**config.mk**
```make
export PLATFORM = sky130hd
export DESIGN_NAME = json_comment_stripper_top
export DESIGN_NICKNAME = d
export VERILOG_FILES = /design/src/rtl/jcs_pkg.sv /design/src/rtl/json_comment_stripper_top.sv /design/src/rtl/jcs_scan.sv /design/src/rtl/jcs_outq.sv
export SDC_FILE = /design/constraint.sdc
export NUM_CORES = 1
export LEC_CHECK = 0
export BUFFER_PORTS_ARGS = -buffer_cell sky130_fd_sc_hd__buf_2
export CAP_MARGIN = 20
export CELL_PAD_IN_SITES_DETAIL_PLACEMENT = 2
export CELL_PAD_IN_SITES_GLOBAL_PLACEMENT = 2
export CORE_MARGIN = 2
export CORE_UTILIZATION = 39
export DETAILED_ROUTE_END_ITERATION = 10
export PLACE_DENSITY = 0.77
export RECOVER_POWER = 100
export SLEW_MARGIN = 20
export SYNTH_ARGS = -nofsm -noshare
export SYNTH_HDL_FRONTEND = slang
export SYNTH_SLANG_ARGS = --single-unit
```
**constraint.sdc**
```tcl
create_clock -name i_clk -period 2.7 [get_ports i_clk]
set_input_delay 0.81 -clock i_clk [delete_from_list [all_inputs] [get_ports i_clk]]
set_output_delay 0.81 -clock i_clk [all_outputs]
set_load 0.1 [all_outputs]
```
**src/rtl/jcs_pkg.sv**
```systemverilog
// ----------------------------------------------------------------------------
// JSON comment stripper package
// Scan modes, character codes, output queue sizing and the per-byte scan
// function used by the scan stage.
// ----------------------------------------------------------------------------
package jcs_pkg;

    typedef enum logic [1:0] {
        MODE_NORMAL = 2'd0,
        MODE_STRING = 2'd1,
        MODE_LINE   = 2'd2,
        MODE_BLOCK  = 2'd3
    } t_mode;

    localparam logic [7:0] CH_QUOTE  = 8'h22;
    localparam logic [7:0] CH_SLASH  = 8'h2F;
    localparam logic [7:0] CH_STAR   = 8'h2A;
    localparam logic [7:0] CH_BSLASH = 8'h5C;
    localparam logic [7:0] CH_LF     = 8'h0A;
    localparam logic [7:0] CH_CR     = 8'h0D;
    localparam logic [7:0] CH_SPACE  = 8'h20;
    localparam logic [7:0] CH_NUL    = 8'h00;

    // Output queue: each scanned item pushes at most two words.
    localparam int Q_DEPTH = 8;
    localparam int Q_PTR_W = $clog2(Q_DEPTH);
    localparam int Q_CNT_W = $clog2(Q_DEPTH + 1);
    // Room needed: two words for the item in the input register, two for a new one.
    localparam logic [Q_CNT_W-1:0] Q_LIMIT_BUSY = Q_CNT_W'(Q_DEPTH - 4);
    localparam logic [Q_CNT_W-1:0] Q_LIMIT_IDLE = Q_CNT_W'(Q_DEPTH - 2);

    typedef struct packed {
        logic [7:0] data;
        logic       last;
    } t_entry;

    typedef struct packed {
        logic [1:0] cnt;
        t_entry     e0;
        t_entry     e1;
    } t_push;

    typedef struct packed {
        logic [7:0] data;
        logic       two;
        t_mode      mode;
        logic       esc;
    } t_scan;

    // Scans one byte against its lookahead. When two is set, the lookahead is
    // used up as well and the item yields two spaces.
    function automatic t_scan scan_byte(t_mode mode, logic esc,
                                        logic [7:0] ch, logic [7:0] nx);
        t_scan r;
        r.data = ch;
        r.two  = 1'b0;
        r.mode = mode;
        r.esc  = esc;
        unique case (mode)
            MODE_NORMAL: begin
                if (ch == CH_QUOTE) begin
                    r.mode = MODE_STRING;
                end else if (ch == CH_SLASH && (nx == CH_SLASH || nx == CH_STAR)) begin
                    r.data = CH_SPACE;
                    r.two  = 1'b1;
                    r.mode = (nx == CH_SLASH) ? MODE_LINE : MODE_BLOCK;
                end
            end
            MODE_STRING: begin
                if (esc) begin
                    r.esc = 1'b0;
                end else if (ch == CH_BSLASH) begin
                    r.esc = 1'b1;
                end else if (ch == CH_QUOTE) begin
                    r.mode = MODE_NORMAL;
                end
            end
            MODE_LINE: begin
                if (ch == CH_LF || ch == CH_CR) begin
                    r.mode = MODE_NORMAL;
                end else begin
                    r.data = CH_SPACE;
                end
            end
            MODE_BLOCK: begin
                if (ch == CH_STAR && nx == CH_SLASH) begin
                    r.data = CH_SPACE;
                    r.two  = 1'b1;
                    r.mode = MODE_NORMAL;
                end else if (!(ch == CH_LF || ch == CH_CR)) begin
                    r.data = CH_SPACE;
                end
            end
            default: begin
                r.mode = MODE_NORMAL;
            end
        endcase
        return r;
    endfunction

endpackage

```
**src/rtl/json_comment_stripper_top.sv**
```systemverilog
// ----------------------------------------------------------------------------
// JSON comment stripper
// Replaces line and block comments in a JSON text by spaces, one byte a word.
//
//   Channel  Direction  Handshake           Payload
//   input    in         i_valid / o_stall   i_data_byte, i_end_of_text
//   output   out        o_valid / i_stall   o_clean_byte, o_final_byte
//
// One input word is taken every cycle while o_stall is low; a byte reaches
// the output only after its successor or the end of the text arrives, as every
// byte is scanned against its successor (input register, scan stage, output queue).
// An eight-word output queue absorbs cycles in which two words are produced;
// o_stall rises only when the output side has stalled long enough for the
// queue to hold more than four words, or six while the input register is empty.
// Reset is synchronous and active low and returns the scanner to normal mode.
// ----------------------------------------------------------------------------
module json_comment_stripper_top (
    input  logic        i_clk,
    input  logic        i_rst_n,
    input  logic        i_valid,
    output logic        o_stall,
    input  logic [7:0]  i_data_byte,
    input  logic        i_end_of_text,
    output logic        o_valid,
    input  logic        i_stall,
    output logic [7:0]  o_clean_byte,
    output logic        o_final_byte
);

    logic                         r_in_valid;
    logic [7:0]                   r_in_data;
    logic                         r_in_eot;
    logic                         in_accept;
    jcs_pkg::t_push               push;
    jcs_pkg::t_entry              head;
    logic [jcs_pkg::Q_CNT_W-1:0]  q_count;

    // Leave room for two words from the registered item and two from a new one.
    assign o_stall   = r_in_valid ? (q_count > jcs_pkg::Q_LIMIT_BUSY)
                                  : (q_count > jcs_pkg::Q_LIMIT_IDLE);
    assign in_accept = i_valid && !o_stall;

    always_ff @(posedge i_clk) begin
        if (!i_rst_n) begin
            r_in_valid <= 1'b0;
        end else begin
            r_in_valid <= in_accept;
        end
    end

    always_ff @(posedge i_clk) begin
        if (in_accept) begin
            r_in_data <= i_data_byte;
            r_in_eot  <= i_end_of_text;
        end
    end

    jcs_scan u_scan (
        .i_clk        (i_clk),
        .i_rst_n      (i_rst_n),
        .i_item_valid (r_in_valid),
        .i_item_data  (r_in_data),
        .i_item_eot   (r_in_eot),
        .o_push       (push)
    );

    jcs_outq u_outq (
        .i_clk        (i_clk),
        .i_rst_n      (i_rst_n),
        .i_push       (push),
        .i_pop_ready  (!i_stall),
        .o_valid      (o_valid),
        .o_head       (head),
        .o_count      (q_count)
    );

    assign o_clean_byte = head.data;
    assign o_final_byte = head.last;

endmodule

```
**src/rtl/jcs_scan.sv**
```systemverilog
// ----------------------------------------------------------------------------
// JSON comment stripper scan stage
// Holds the scan mode, escape flag and pending byte, and turns one registered
// input byte into zero, one or two output words per cycle.
// ----------------------------------------------------------------------------
module jcs_scan (
    input  logic            i_clk,
    input  logic            i_rst_n,
    input  logic            i_item_valid,
    input  logic [7:0]      i_item_data,
    input  logic            i_item_eot,
    output jcs_pkg::t_push  o_push
);

    jcs_pkg::t_mode r_mode, n_mode;
    logic           r_esc, n_esc;
    logic           r_held_valid, n_held_valid;
    logic [7:0]     r_held_data, n_held_data;

    jcs_pkg::t_scan first;
    jcs_pkg::t_scan second;
    jcs_pkg::t_mode mid_mode;
    logic           mid_esc;
    logic           pending;

    // The held byte is scanned with the incoming byte as lookahead; at the end
    // of a text the incoming byte is then scanned against a NUL lookahead.
    always_comb begin
        first    = jcs_pkg::scan_byte(r_mode, r_esc, r_held_data, i_item_data);
        mid_mode = r_held_valid ? first.mode : r_mode;
        mid_esc  = r_held_valid ? first.esc : r_esc;
        second   = jcs_pkg::scan_byte(mid_mode, mid_esc, i_item_data, jcs_pkg::CH_NUL);
        pending  = !(r_held_valid && first.two);
    end

    always_comb begin
        n_mode       = r_mode;
        n_esc        = r_esc;
        n_held_valid = r_held_valid;
        n_held_data  = r_held_data;
        if (i_item_valid) begin
            if (i_item_eot) begin
                n_mode       = jcs_pkg::MODE_NORMAL;
                n_esc        = 1'b0;
                n_held_valid = 1'b0;
                n_held_data  = 8'h00;
            end else begin
                n_mode       = mid_mode;
                n_esc        = mid_esc;
                n_held_valid = pending;
                n_held_data  = pending ? i_item_data : 8'h00;
            end
        end
    end

    always_comb begin
        o_push = '0;
        if (i_item_valid) begin
            if (r_held_valid) begin
                o_push.e0.data = first.data;
                if (first.two) begin
                    o_push.e1.data = jcs_pkg::CH_SPACE;
                    o_push.e1.last = i_item_eot;
                    o_push.cnt     = 2'd2;
                end else if (i_item_eot) begin
                    o_push.e1.data = second.data;
                    o_push.e1.last = 1'b1;
                    o_push.cnt     = 2'd2;
                end else begin
                    o_push.cnt = 2'd1;
                end
            end else if (i_item_eot) begin
                o_push.e0.data = second.data;
                o_push.e0.last = 1'b1;
                o_push.cnt     = 2'd1;
            end
        end
    end

    always_ff @(posedge i_clk) begin
        if (!i_rst_n) begin
            r_mode       <= jcs_pkg::MODE_NORMAL;
            r_esc        <= 1'b0;
            r_held_valid <= 1'b0;
            r_held_data  <= 8'h00;
        end else begin
            r_mode       <= n_mode;
            r_esc        <= n_esc;
            r_held_valid <= n_held_valid;
            r_held_data  <= n_held_data;
        end
    end

endmodule

```
**src/rtl/jcs_outq.sv**
```systemverilog
// ----------------------------------------------------------------------------
// JSON comment stripper output queue
// Small queue that takes up to two words a cycle and presents one word a
// cycle to the output channel while it is not stalled.
// ----------------------------------------------------------------------------
module jcs_outq (
    input  logic                         i_clk,
    input  logic                         i_rst_n,
    input  jcs_pkg::t_push               i_push,
    input  logic                         i_pop_ready,
    output logic                         o_valid,
    output jcs_pkg::t_entry              o_head,
    output logic [jcs_pkg::Q_CNT_W-1:0]  o_count
);

    jcs_pkg::t_entry                r_mem [jcs_pkg::Q_DEPTH];
    logic [jcs_pkg::Q_PTR_W-1:0]    r_wr_ptr, n_wr_ptr;
    logic [jcs_pkg::Q_PTR_W-1:0]    r_rd_ptr, n_rd_ptr;
    logic [jcs_pkg::Q_CNT_W-1:0]    r_count, n_count;
    logic [jcs_pkg::Q_PTR_W-1:0]    wr_ptr_next;
    logic                           pop;

    assign o_valid     = (r_count != '0);
    assign o_head      = r_mem[r_rd_ptr];
    assign o_count     = r_count;
    assign pop         = o_valid && i_pop_ready;
    assign wr_ptr_next = r_wr_ptr + jcs_pkg::Q_PTR_W'(1);

    always_comb begin
        n_wr_ptr = r_wr_ptr + jcs_pkg::Q_PTR_W'(i_push.cnt);
        n_rd_ptr = r_rd_ptr + jcs_pkg::Q_PTR_W'(pop);
        n_count  = r_count + jcs_pkg::Q_CNT_W'(i_push.cnt) - jcs_pkg::Q_CNT_W'(pop);
    end

    always_ff @(posedge i_clk) begin
        if (i_push.cnt != 2'd0) begin
            r_mem[r_wr_ptr] <= i_push.e0;
        end
        if (i_push.cnt == 2'd2) begin
            r_mem[wr_ptr_next] <= i_push.e1;
        end
    end

    always_ff @(posedge i_clk) begin
        if (!i_rst_n) begin
            r_wr_ptr <= '0;
            r_rd_ptr <= '0;
            r_count  <= '0;
        end else begin
            r_wr_ptr <= n_wr_ptr;
            r_rd_ptr <= n_rd_ptr;
            r_count  <= n_count;
        end
    end

endmodule

```
**Word-level counts from Yosys, hierarchy flattened**

Memory sizes are Yosys's and may differ from the RTL's. A register that Yosys moved wholly into a read port is not among the register bits.
Index checks and enable logic that the tools add are counted.

- Input port bits: 13
- Memories kept: 1
- Memory bits (writable): 72
- Bits in registers: 32
- Output and inout port bits: 11
- Logic and storage cells: 93

- Equality and inequality tests: 16
- Mux-type cells: 41
- Reduce and logical (&&, ||, !) cells: 18
- $lt $le $gt $ge: 2
- Add/sub/neg operators: 5

Memory list:

| memory | depth | width | read ports | clocked after memory_dff | write ports | RTL line | RTL |
|---|---|---|---|---|---|---|---|
| u_outq.r_mem | 8 | 9 | 1 | 1 | 2 | jcs_outq.sv:16 | `jcs_pkg::t_entry r_mem [jcs_pkg::Q_DEPTH];` |

Operators with widths:

| kind | count |
|---|---|
| $mux W8 | 6 |
| $eq A8 B6 Y1 const B | 5 |
| $mux W9 | 4 |
| $eq A8 B4 Y1 const B | 4 |
| $pmux W8 S3 | 1 |
| $mux W10 | 2 |
| $mux W20 | 1 |
| $mux W2 | 9 |
| $mux W1 | 13 |
| $mux W11 | 1 |
| $eq A2 B2 Y1 const B | 5 |
| $eq A8 B7 Y1 const B | 1 |
| $gt A4 B3 Y1 const B | 2 |
| $pmux W2 S4 | 1 |
| $mux W3 | 2 |
| $reduce_bool A2 Y1 | 3 |
| $logic_and A1 B1 Y1 | 5 |
| $add A4 B2 Y4 | 1 |
| $reduce_bool A4 Y1 | 1 |
| $sub A4 B1 Y4 | 1 |
| $add A3 B1 Y3 | 1 |
| $add A3 B1 Y3 const B | 1 |
| $add A3 B2 Y3 | 1 |
| $logic_not A1 Y1 | 3 |
| other kinds (6) | 8 |

**Longest topological paths before layout**

- Depth after elaboration: 17
- Depth in mapped cells: 15
- Depth with buffers taken out: 13

**By module**

From an unflattened synthesis, not the netlist that was laid out.

- Cell total of the unflattened synthesis: 417
- Area total of the unflattened synthesis: 5,698.0 um^2

Modules (own cells, without submodules):

| module | cells an instance | instances | area each (um^2) |
|---|---|---|---|
| jcs_outq | 258 | 1 | 4,254.1 |
| jcs_scan | 142 | 1 | 1,102.3 |
| json_comment_stripper_top | 17 | 1 | 341.6 |

**Worst setup path before layout**

Ideal clock, no wire load.

- Path type: flip-flop to flip-flop
- Start point: register r_in_valid
- End point: register r_in_valid
- Data required time: 2.581 ns
- Period minus slack after synthesis: 3.362 ns
- Arrival: 3.243 ns
- Path slack: -0.662 ns
- Library setup time: 0.119 ns
- Path buffers: 1
- Cell stages (with the launch flop): 8
- Cells stage by stage: dfxtp_1 -> clkbuf_1 -> inv_1 -> o21ai_0 -> a21oi_1 -> a31oi_1 -> nor2b_1 -> and2_1

- Cells in the longest elaborated chain, start to end: 3

Ends and longest elaborated chain:

| element | RTL line | RTL |
|---|---|---|
| start, declared | json_comment_stripper_top.sv:30 | `logic r_in_valid;` |
| start signal, assigned | json_comment_stripper_top.sv:47 | `r_in_valid <= in_accept;` |
| $mux W1 | json_comment_stripper_top.sv:39 | `assign o_stall = r_in_valid ? (q_count > jcs_pkg::Q_LIMIT_BUSY)` |
| named net o_stall | json_comment_stripper_top.sv:21 | `output logic o_stall,` |
| $logic_not A1 Y1 | json_comment_stripper_top.sv:41 | `assign in_accept = i_valid && !o_stall;` |
| $logic_and A1 B1 Y1 | json_comment_stripper_top.sv:41 |  |
| named net in_accept | json_comment_stripper_top.sv:33 | `logic in_accept;` |

The timed path passes the listed nets, and every way through them passes these cells.
A chain may end at the register's enable or synchronous reset.

==> metrics list <==
- Power density over the cells: ~800 nW/um^2
* Max-capacitance violation count: 0
- Data arrival, critical path: between 1.5 and 2 ns
- The post-route netlist has about a third of its cells at a drive strength greater than 1.
- Entering global routing, the biggest net connects 20 pins.
- Once placement finished, the instance area stood at around 6400 um^2.
- Clock transition time at the flip-flop clock pins of the worst setup and hold paths: 0.07 ns
- Fraction of power consumed by the clock network: between 20 and 30%
- Pwr Total: 5.64 mW
* Number of placed cells counting well taps: 686
* Proportion of power drawn by combinational gates: ~39%
* Hold-critical path depth: 2
- The netlist uses 62 different library cells.
- Cells fill 49.9% of the core in the end.
- I/O pin cnt: 24
* First-pass GRT wire length: approximately 28 mm
- Timing would allow up to 359 MHz.
- Share of the yosys chip area belonging to registers: about half
- Maximum fanout count along the critical path: 4
- The final layout contains routed wiring with a total length of 19.0 mm.
* Most used flip-flop cell after synthesis: edfxtp_1
* Time the final worst path needs with I/O delays and setup: between 2 and 3 ns
- Result of the run: finished with violations
* Final total negative setup slack: -1.72 ns
* Failing checks: negative setup slack
* Clock tree from TritonCTS: yes
- Slew margin rel.: 41.5%
* Flop pwr share: between 30% and 40%
- Of the total power, the share spent switching nets is between 30 and 40%.
* Kind of start point of the critical path: flop
* Number of hold-slack violations in the final timing report: 0
- For the worst setup path, the data required time is about 1.9 ns.
* Deepest level of the CTS H-tree: 3
- Via count normalized by instance count: 5.92
* Depth of the most critical reg-to-reg path: 7
- Non-filler cells in the finished layout: ~720
* Area of the core: roughly 14000 um^2
- Period Utilization, post-route: 103%
- During synthesis, Yosys emitted a total of 0 warnings.
- Transition time of the tightest slew-check pin: 0.875 ns
* Finish-stage setup viols: 27
- Inserted Clock Buffers: 9
- Maximum number of buffers from clock root to sink: 2
- Counting every sink on the clock net gives approximately 100.
- Number of enable-type register cells in the synthesized netlist: approximately 80
- The cell sitting at the root of the clock tree is a clkbuf_16.
- Once the floorplan was initialized, standard cells occupied 39.6% of the core.
- Number of input and output port buffers inserted: 23
- Synthesis produced a netlist whose cell count is roughly 450.
- Each instance of the synthesized netlist takes up on average roughly 13 um^2.
* Die ar.: around 16000 um^2
- In the post-route analysis, the smallest setup slack over all paths is -0.0860 ns.
- Fraction of synthesis flops using an asynchronous set or reset pin: 0%
- Antenna cells: 0
- Number of hold buffers added after cts: 0
- Worst setup slack before clock tree synthesis: -0.146 ns
- Number of antenna violations at the first check in global routing: 0
* Setup repair after global routing missed its margin: yes
- The total count of max-transition violations in the final report is 0.
* Max Clock Skew: 0.0135 ns
- The floorplan step set the die width to about 120 um.
* Insertion delay of the later-clocked pin in the worst-skew pair: roughly 0.38 ns
- Netlist area before placement: 5690 um^2
- Setup slack on the worst reg-to-reg path comes out at -0.07 ns.
* Synth-to-Final Area Change: 26.1%
* Endpoint type of the worst setup path: output port
- Standard-cell rows: 44
* Iteration count of the initial detailed-routing pass: 4
* Class of the most critical hold timing path: flop to flop
- After the first detailed-routing iteration, the DRC count stood at about 270.
- Placer Congestion: approximately 0.83
- Internal power consumption: around 3.6 mW
- Synthesized netlist net count: 476
- After routing the design area is 7180 um^2.
- The floorplan step set the die height to roughly 120 um.
* Total track usage: approximately a quarter
* Layout Nets: ~560
- Number of global-route vias before repair: about 4700
- Dividing the detail-routed wire length by the instance count gives 26.5 um.
- On the final layout, the worst hold slack is 0.543 ns.
* Maximum vdd drop: ~0.52 mV
- For this run, design rule violations remaining after detail routing come to 0.
- The routed layout has ~4300 vias.
- Residual overflow from global routing: 0
- Net load switching power: roughly 2.1 mW
* Detail Placement HPWL: 12.8 mm
* Lkg Pwr: between 2 and 3 nW
- The detail route stage leaves a number of antenna-violating nets equal to 0.
- The critical path in this run is classified as flop to output port.
- Synth Register Bits: roughly 100
layer usage:
layer	wire (um)	global-route usage [%]	share of wire [%]	up-vias
met5	0	0	0	-
met4	560	10.8	2.9	0
met3	652	2.58	3.4	37
met2	10300	44.3	54	111
met1	7570	28.9	40	2200
li1	-	-	-	1903
flip-flops by register name, indices dropped and copies added, names as in the netlist:
signal / cells
r_in_data: 8
r_in_eot: 1
r_in_valid: 1
u_outq.o_count: 4
u_outq.r_mem: 72
u_outq.r_rd_ptr: 3
u_outq.r_wr_ptr: 3
u_scan.r_esc: 1
u_scan.r_held_data: 8
u_scan.r_held_valid: 1
u_scan.r_mode: 2
final timing paths:
path	from	endpoint
setup / recovery	u_outq.r_rd_ptr[0]$_SDFF_PN0_	o_clean_byte[6]
hold / removal	u_scan.r_esc$_SDFFE_PN0P_	u_scan.r_esc$_SDFFE_PN0P_
setup reg to reg	r_in_valid$_SDFF_PN0_	u_outq.r_mem[6][0]$_DFFE_PP_
hold reg to reg	u_scan.r_esc$_SDFFE_PN0P_	u_scan.r_esc$_SDFFE_PN0P_
cell type report:
| cell class | count | area (um^2) |
|---|---|---|
| fillers | 1400 | 7190 |
| multi-input cells | 297 | 2790 |
| flip-flops and latches | 104 | 2900 |
| clock inverters | 7 | 108 |
| repair buffers | 99 | 860 |
| inverters | 18 | 70.1 |
| clock buffers | 9 | 225 |
| well taps | 184 | 230 |
cells in the mapped netlist (2+ instances only):
master,count,area share (%)
a211oi_1,9,1.2
a21boi_0,2,0.26
a21oi_1,25,2.2
a22o_1,8,1.2
a22oi_1,3,0.40
a31oi_1,4,0.44
a32oi_1,5,0.77
and2_1,12,1.3
and4_2,2,0.35
buf_1,3,0.20
buf_2,8,0.70
clkbuf_1,14,0.92
dfxtp_1,23,8.1
edfxtp_1,81,43
fa_1,2,0.70
ha_1,15,3.3
inv_1,18,1.2
mux2_2,9,1.8
mux2i_1,57,10
mux4_2,18,7.1
nand2_1,13,0.86
nand2b_1,4,0.44
nand3_1,3,0.26
nand4_1,5,0.55
nor2_1,9,0.59
nor2b_1,10,1.1
nor3_1,5,0.44
nor3_2,2,0.35
nor3b_1,3,0.40
nor4_1,4,0.44
nor4_4,2,0.75
o211ai_1,9,1.2
o21a_1,3,0.40
o21ai_0,13,1.1
o21ai_1,6,0.53
o31ai_1,3,0.40
or2_2,3,0.33
or3_1,2,0.22
xnor2_1,3,0.46
xor2_1,4,0.62
critical path: stages (launching register included):
cell and delay (ns):
dfxtp_4 0.44, clkbuf_16 0.19, mux4_2 0.50, mux2_2 0.29, buf_6 0.19
power groups by stage:
stage,Sequential [mW],Clock [mW],Combinational [mW]
after floorplan,1.92,0,1.36
after global placement,1.94,0,1.74
after detailed placement,1.95,0,1.82
after CTS,1.94,1.52,1.97
after global routing,1.96,1.56,2.31
final,1.95,1.51,2.18
logic make-up after synthesis:
logic type	count (synthesis)	share of synthesized area (%)
AO/OA/AOI/OAI	98	11.4
XOR/XNOR	7	1.08
adder cells (fa/ha/maj)	17	4.00
buffers and inverters	45	3.34
flip-flops	104	50.8
multiplexers	84	18.9
AND/OR/NAND/NOR	91	10.4
timing repair:
action                                  CTS  global route
endpoints found under the setup margin   38            53
cloned                                    1             1
setup buffers                             6             8
resized for setup                        27            41
pin swaps                                 3            14
cell usage in the layout, fill, tap and decap left out, drive strengths merged, types with 3 or more instances in the layout:
cell type / instances
and2: 13
nor2: 10
nand2b: 4
clkbuf: 25
a21oi: 25
xnor2: 3
ha: 15
or2: 3
nand4: 5
o211ai: 9
a22oi: 3
o31ai: 4
and4: 3
edfxtp: 81
mux4: 18
inv: 22
nor3: 8
nor3b: 3
a32oi: 5
a31oi: 4
nor2b: 10
mux2i: 57
a211oi: 9
nand2: 13
o21a: 3
buf: 83
dfxtp: 23
o21ai: 19
nor4: 6
a22o: 8
nand3: 3
xor2: 4
mux2: 9
(Power assumes the default switching activity.)
